--- config.mk ---
export PLATFORM = sky130hd
export DESIGN_NAME = tnmb_sub
export DESIGN_NICKNAME = d
export VERILOG_FILES = /design/src/rtl/tnmb_pkg.sv /design/src/rtl/tnmb_sub.sv
export SDC_FILE = /design/constraint.sdc
export NUM_CORES = 1
export LEC_CHECK = 0
export BUFFER_PORTS_ARGS = -buffer_cell sky130_fd_sc_hd__clkbuf_2
export CAP_MARGIN = 20
export CORE_ASPECT_RATIO = 0.9
export CORE_MARGIN = 1
export CORE_UTILIZATION = 45
export DETAILED_ROUTE_END_ITERATION = 8
export PLACE_DENSITY = 0.77
export RECOVER_POWER = 50
export SLEW_MARGIN = 20
export SYNTH_ARGS = -nofsm -noshare
export SYNTH_HDL_FRONTEND = slang
export SYNTH_SLANG_ARGS = --single-unit
--- constraint.sdc ---
create_clock -name vclk -period 4.02
set_input_delay 0.603 -clock vclk [all_inputs]
set_output_delay 0.603 -clock vclk [all_outputs]
set_load 0.05 [all_outputs]
--- src/rtl/tnmb_pkg.sv ---
// Package for the timestamp nearest-match buffer.
// Holds the store geometry, record and memory-port types, action codes and
// sequencer states. No dependencies.
package tnmb_pkg;

	localparam int DEPTH = 256;
	localparam int AW    = $clog2(DEPTH);
	localparam int CW    = AW + 1;

	localparam logic [31:0]   TOL_RESET  = 32'd1000000000;
	localparam logic [CW-1:0] KEEP_RESET = CW'(1);

	typedef enum logic [1:0] {
		ACT_ADD   = 2'd0,
		ACT_REQ   = 2'd1,
		ACT_CLEAN = 2'd2,
		ACT_CLEAR = 2'd3
	} action_t;

	typedef enum logic {
		CFG_TOL  = 1'b0,
		CFG_KEEP = 1'b1
	} cfg_idx_t;

	typedef struct packed {
		logic [63:0] stamp;
		logic [31:0] span;
		logic [31:0] frame;
	} record_t;

	typedef struct packed {
		logic          we;
		logic [AW-1:0] waddr;
		record_t       wdata;
		logic [AW-1:0] raddr;
	} mem_req_t;

	typedef enum logic [4:0] {
		S_IDLE,
		S_ADD,
		S_RQ_RD,
		S_RQ_CMP,
		S_BF_RD,
		S_BF,
		S_TIE,
		S_MT_RD,
		S_MT,
		S_GAP,
		S_TOL,
		S_SPAN,
		S_CL_RD,
		S_CL,
		S_OLD_RD,
		S_OLD,
		S_NEW_RD,
		S_NEW,
		S_OUT
	} state_t;

endpackage

--- src/rtl/tnmb_sub.sv ---
// Shared 64-bit subtractor: difference and borrow (a < b, unsigned).
// Depends on nothing but the package import convention.
module tnmb_sub
	import tnmb_pkg::*;
(
	input  logic [63:0] a,
	input  logic [63:0] b,
	output logic [63:0] diff,
	output logic        borrow
);

	logic [64:0] wide;

	assign wide   = {1'b0, a} - {1'b0, b};
	assign diff   = wide[63:0];
	assign borrow = wide[64];

endmodule

* After elaboration in Yosys (flattened, before gate mapping)
Cells that the tools add are included.
Cells by class: add/subtract/negate cells 1, multiply operators 0, divide/modulo/power cells 0, magnitude comparators 0, equality and inequality tests 0, shifts and indexed selects 0, multiplexer cells 0, bitwise gates (word level) 0, reduce and logical (&&, ||, !) cells 0
Operators with widths (number):
- $sub 64x64->65 | 1
Storage, ports and cells: register bits after elaboration 0, latch bits 0, RAM bits 0, memory bits (read-only) 0, logic and storage cells 1, memories kept 0

* Logic depth before layout (Yosys ltp)
depth in word-level cells 1, depth in mapped cells 13

* Worst setup path before layout
Ideal clock, no wire load.
path kind in2out, start in a[0], end out diff[58], data arrival time 3.659 ns, required time 3.417 ns, setup slack -0.242 ns, stages 13, buffers on the path 0, path through inv_1 > ha_1 > fa_1 > nor2b_2 > o31ai_4 > a31oi_4 > o211ai_2 > a21oi_2 > o21ai_2 > o41ai_2 > a41o_2 > a21oi_2 > xnor2_1
On the way: longest elaborated chain between the ends 1
Ends and longest elaborated chain:
- start: declaration | line tnmb_sub.sv:6 | input logic [63:0] a,
- $sub 64x64->65 | line tnmb_sub.sv:14 | assign wide = {1'b0, a} - {1'b0, b};
- end: declaration | line tnmb_sub.sv:8 | output logic [63:0] diff,
No other way between the ends.

* Final worst setup path
start in b[0], end out diff[58]
On the way: longest elaborated chain between the ends 1
Ends and longest elaborated chain:
- start: declaration | line tnmb_sub.sv:7 | input logic [63:0] b,
- $sub 64x64->65 | line tnmb_sub.sv:14
No other way between the ends.

==> metrics.md <==
| Metric | Value |
|---|---|
| Largest family of logic cells by synthesized area | compound AO/OA/AOI/OAI gates |
| P per Cell Area | about 280 nW/µm² |
| Synth cell types | 73 |
| Hold path start | b[0] |
| Final Net Count | 1,008 |
| Wire per inst | between 10 and 15 µm |
| Final instance area | ~5500 µm² |
| Largest net degree at the start of global routing | 11 |
| Ratio of cells with drive above 1 in the final layout | between 30% and 40% |
| Seq cells | 0 |
| Endpoints failing hold | 0 |
| Starting Density | between 40% and 50% |
| Synth area leader | ha_1 |
| GP Congestion | between 0.8 and 0.9 |
| Endpoints failing setup | 0 |
| Number of global-route vias before repair | roughly 5,000 |
| Rel. slew slack | 57.3% |
| Ys Warns | 0 |
| CLK BUF | 0 |
| Worst Slack Setup Final | slightly above 0.1 ns |
| Status | finished clean |
| HPWL Detailed | about 11,000 µm |
| Total Power | between 1.5 and 2 mW |
| Startpoint Class | input port |
| Reg area | 0 µm² |
| Kind of critical path | in2out |
| Worst Tran Pin Value | ~0.64 ns |
| GRT Util Overall | 25.8% |
| Cell count after synthesis | ~600 |
| Ant diodes | 0 |
| Mux share of post-synthesis cell area | 0% |
| Origin of the worst setup path | b[0] |
| Dominant cells by area after synthesis | ha_1 19%, xnor2_1 8.6%, a21oi_1 7.9% |
| Hold Crit Class | in2out |
| Max FO, Critical Path | 4 |
| Rows | 32 |
| Compound-gate portion of the synthesized area | between 30% and 40% |
| Post-Route Utilization | a little over three fifths |
| DRC | 0 |
| Crit path DAT | about 3.3 ns |
| Fmax achieved | about 260 MHz |
| Fin. max-slew vios | 0 |
| Post-synthesis xor/xnor area fraction | roughly 13% |
| Die ar. | 9670 µm² |
| Crit path time final | between 3 and 4 ns |
| Die height | roughly 93 µm |
| Post-Synthesis Cell Area | between 4000 and 5000 µm² |
| VDD IR max | 0.000258 V |
| Initial antenna violation count | 0 |
| Placed inst area | approximately 5400 µm² |
| Dpl ws | -0.129 ns |
| Area delta synth->final | 32.7% |
| Leakage | roughly 3 nW |
| Critical Path Sink Type | output port |
| Cell Count Post-Placement | roughly 930 |
| Via density | about 5.6 |
| Hold Buf Count CTS | 0 |
| Fillers | 820 |
| Top cell type's share of synthesized area | 19.2% |
| Most common cell in the synthesized netlist | inv_1 |
| Syn nets | 805 |
| Placeable Area | ~8800 µm² |
| Fin crit share | a little over nine tenths |
| Total grt overflow | 0 |
| Detail Route Antenna Nets | 0 |
| Router iterations before antenna repair | 5 |
| Number of max-cap violations | 0 |
| Global-route wire length before repair | about 21,000 µm |
| Synth top cells by count | 84 x inv_1, 66 x a21oi_1, 64 x ha_1, 49 x nand2_1, 41 x xnor2_1 |
| RSZ-0062 raised after global routing | yes |
| Vias | a little over 5,000 |
| Num ports | slightly below 200 |
| Avg Cell Area, Syn | between 6 and 7 µm² |
| Simple-gate share of the synthesized area | around 20% |
| Initial DRC count | 251 |
| Overall die width | a little over 100 µm |
| DRT Wirelength | between 10,000 and 15,000 µm |
| # port buffers | just under 200 |
| Final std cells w/o fill | about 930 |
| Critical Path RT | 3.42 ns |
| Post-synthesis sequential area ratio | 0% |
| Adder-Cell Fraction of Synth Area | between 10% and 20% |
[worst max-delay path, cell delays in order]
cell and delay [ns]:
buf_6 0.10, ha_4 0.16, fa_2 0.39, nor2b_4 0.15, o31ai_4 0.09, a31oi_4 0.22
o211ai_2 0.13, a21oi_2 0.20, o21ai_2 0.11, o41ai_2 0.24, buf_4 0.19, a41o_4 0.26
a21oi_4 0.08, xnor2_2 0.22, buf_12 0.16
[logic make-up after synthesis]
group                      count (synthesis)
AOI/OAI and AO/OA                        206
buffers and inverters                    111
xor gates and xnor gates                  60
adders and majority gates                 65
and+or+nand+nor                          170
[path summary, 6_finish.rpt]
kind | to | depth (start not counted)
setup / recovery | diff[58] | 15
hold / removal | diff[0] | 4
[power breakdown]
part | leakage, nW | switching, mW | internal (mW)
combinational | 2.95 | 1.04 | 0.501
sequential | 0 | 0 | 0
clock | 0 | 0 | 0
total | 2.95 | 1.04 | 0.501
[metal layers]
layer | track usage (%) | wire [µm]
met5 | 0 | 0
met4 | 6.04 | 297
met3 | 1.81 | 868
met2 | 46.3 | 6270
met1 | 33.8 | 5870
[timing repair]
item / 4_1_cts / 5_1_grt
cloned: 0 / 0
setup buffers: 1 / 4
setup endpoints to repair: 5 / 21
gates resized for setup: 3 / 52
pin swaps: 2 / 14
[layout make-up]
cell class	count	area, µm²	share of cell area, %
well taps	119	149	2.69
inverters	84	315	5.69
multi-input cells	501	3760	68.0
repair buffers	228	1310	23.7
[per-stage QoR]
stage	setup TNS [ns]	hold WS [ns]
finish	0	1.72
detailed placement	-0.496	1.66
CTS	0	1.66
global route	-0.0783	1.73
floorplan	0	1.49
global placement	-0.191	1.65
[layout by cell type, fill, tap and decap left out, types with 4 or more instances in the layout]
cell      instances
xnor2_1          38
a21oi_2           5
ha_2              4
buf_4            36
o21a_1            6
clkbuf_2        144
inv_1            83
clkbuf_4          9
a31oi_1           6
o211ai_1          4
clkbuf_1         29
o21bai_1         11
nor3_1            9
o21ai_2           4
nor2b_1           6
o21ai_0          21
ha_1             59
a21oi_1          64
nand4_1          24
a21o_1           29
xor2_1           18
nand3_1          17
nand2_1          49
nand2b_1          5
nor2_1           37
buf_12            5
and3_1            5
o21ai_1           7
Note: power is estimated with default switching activity, not from simulation.
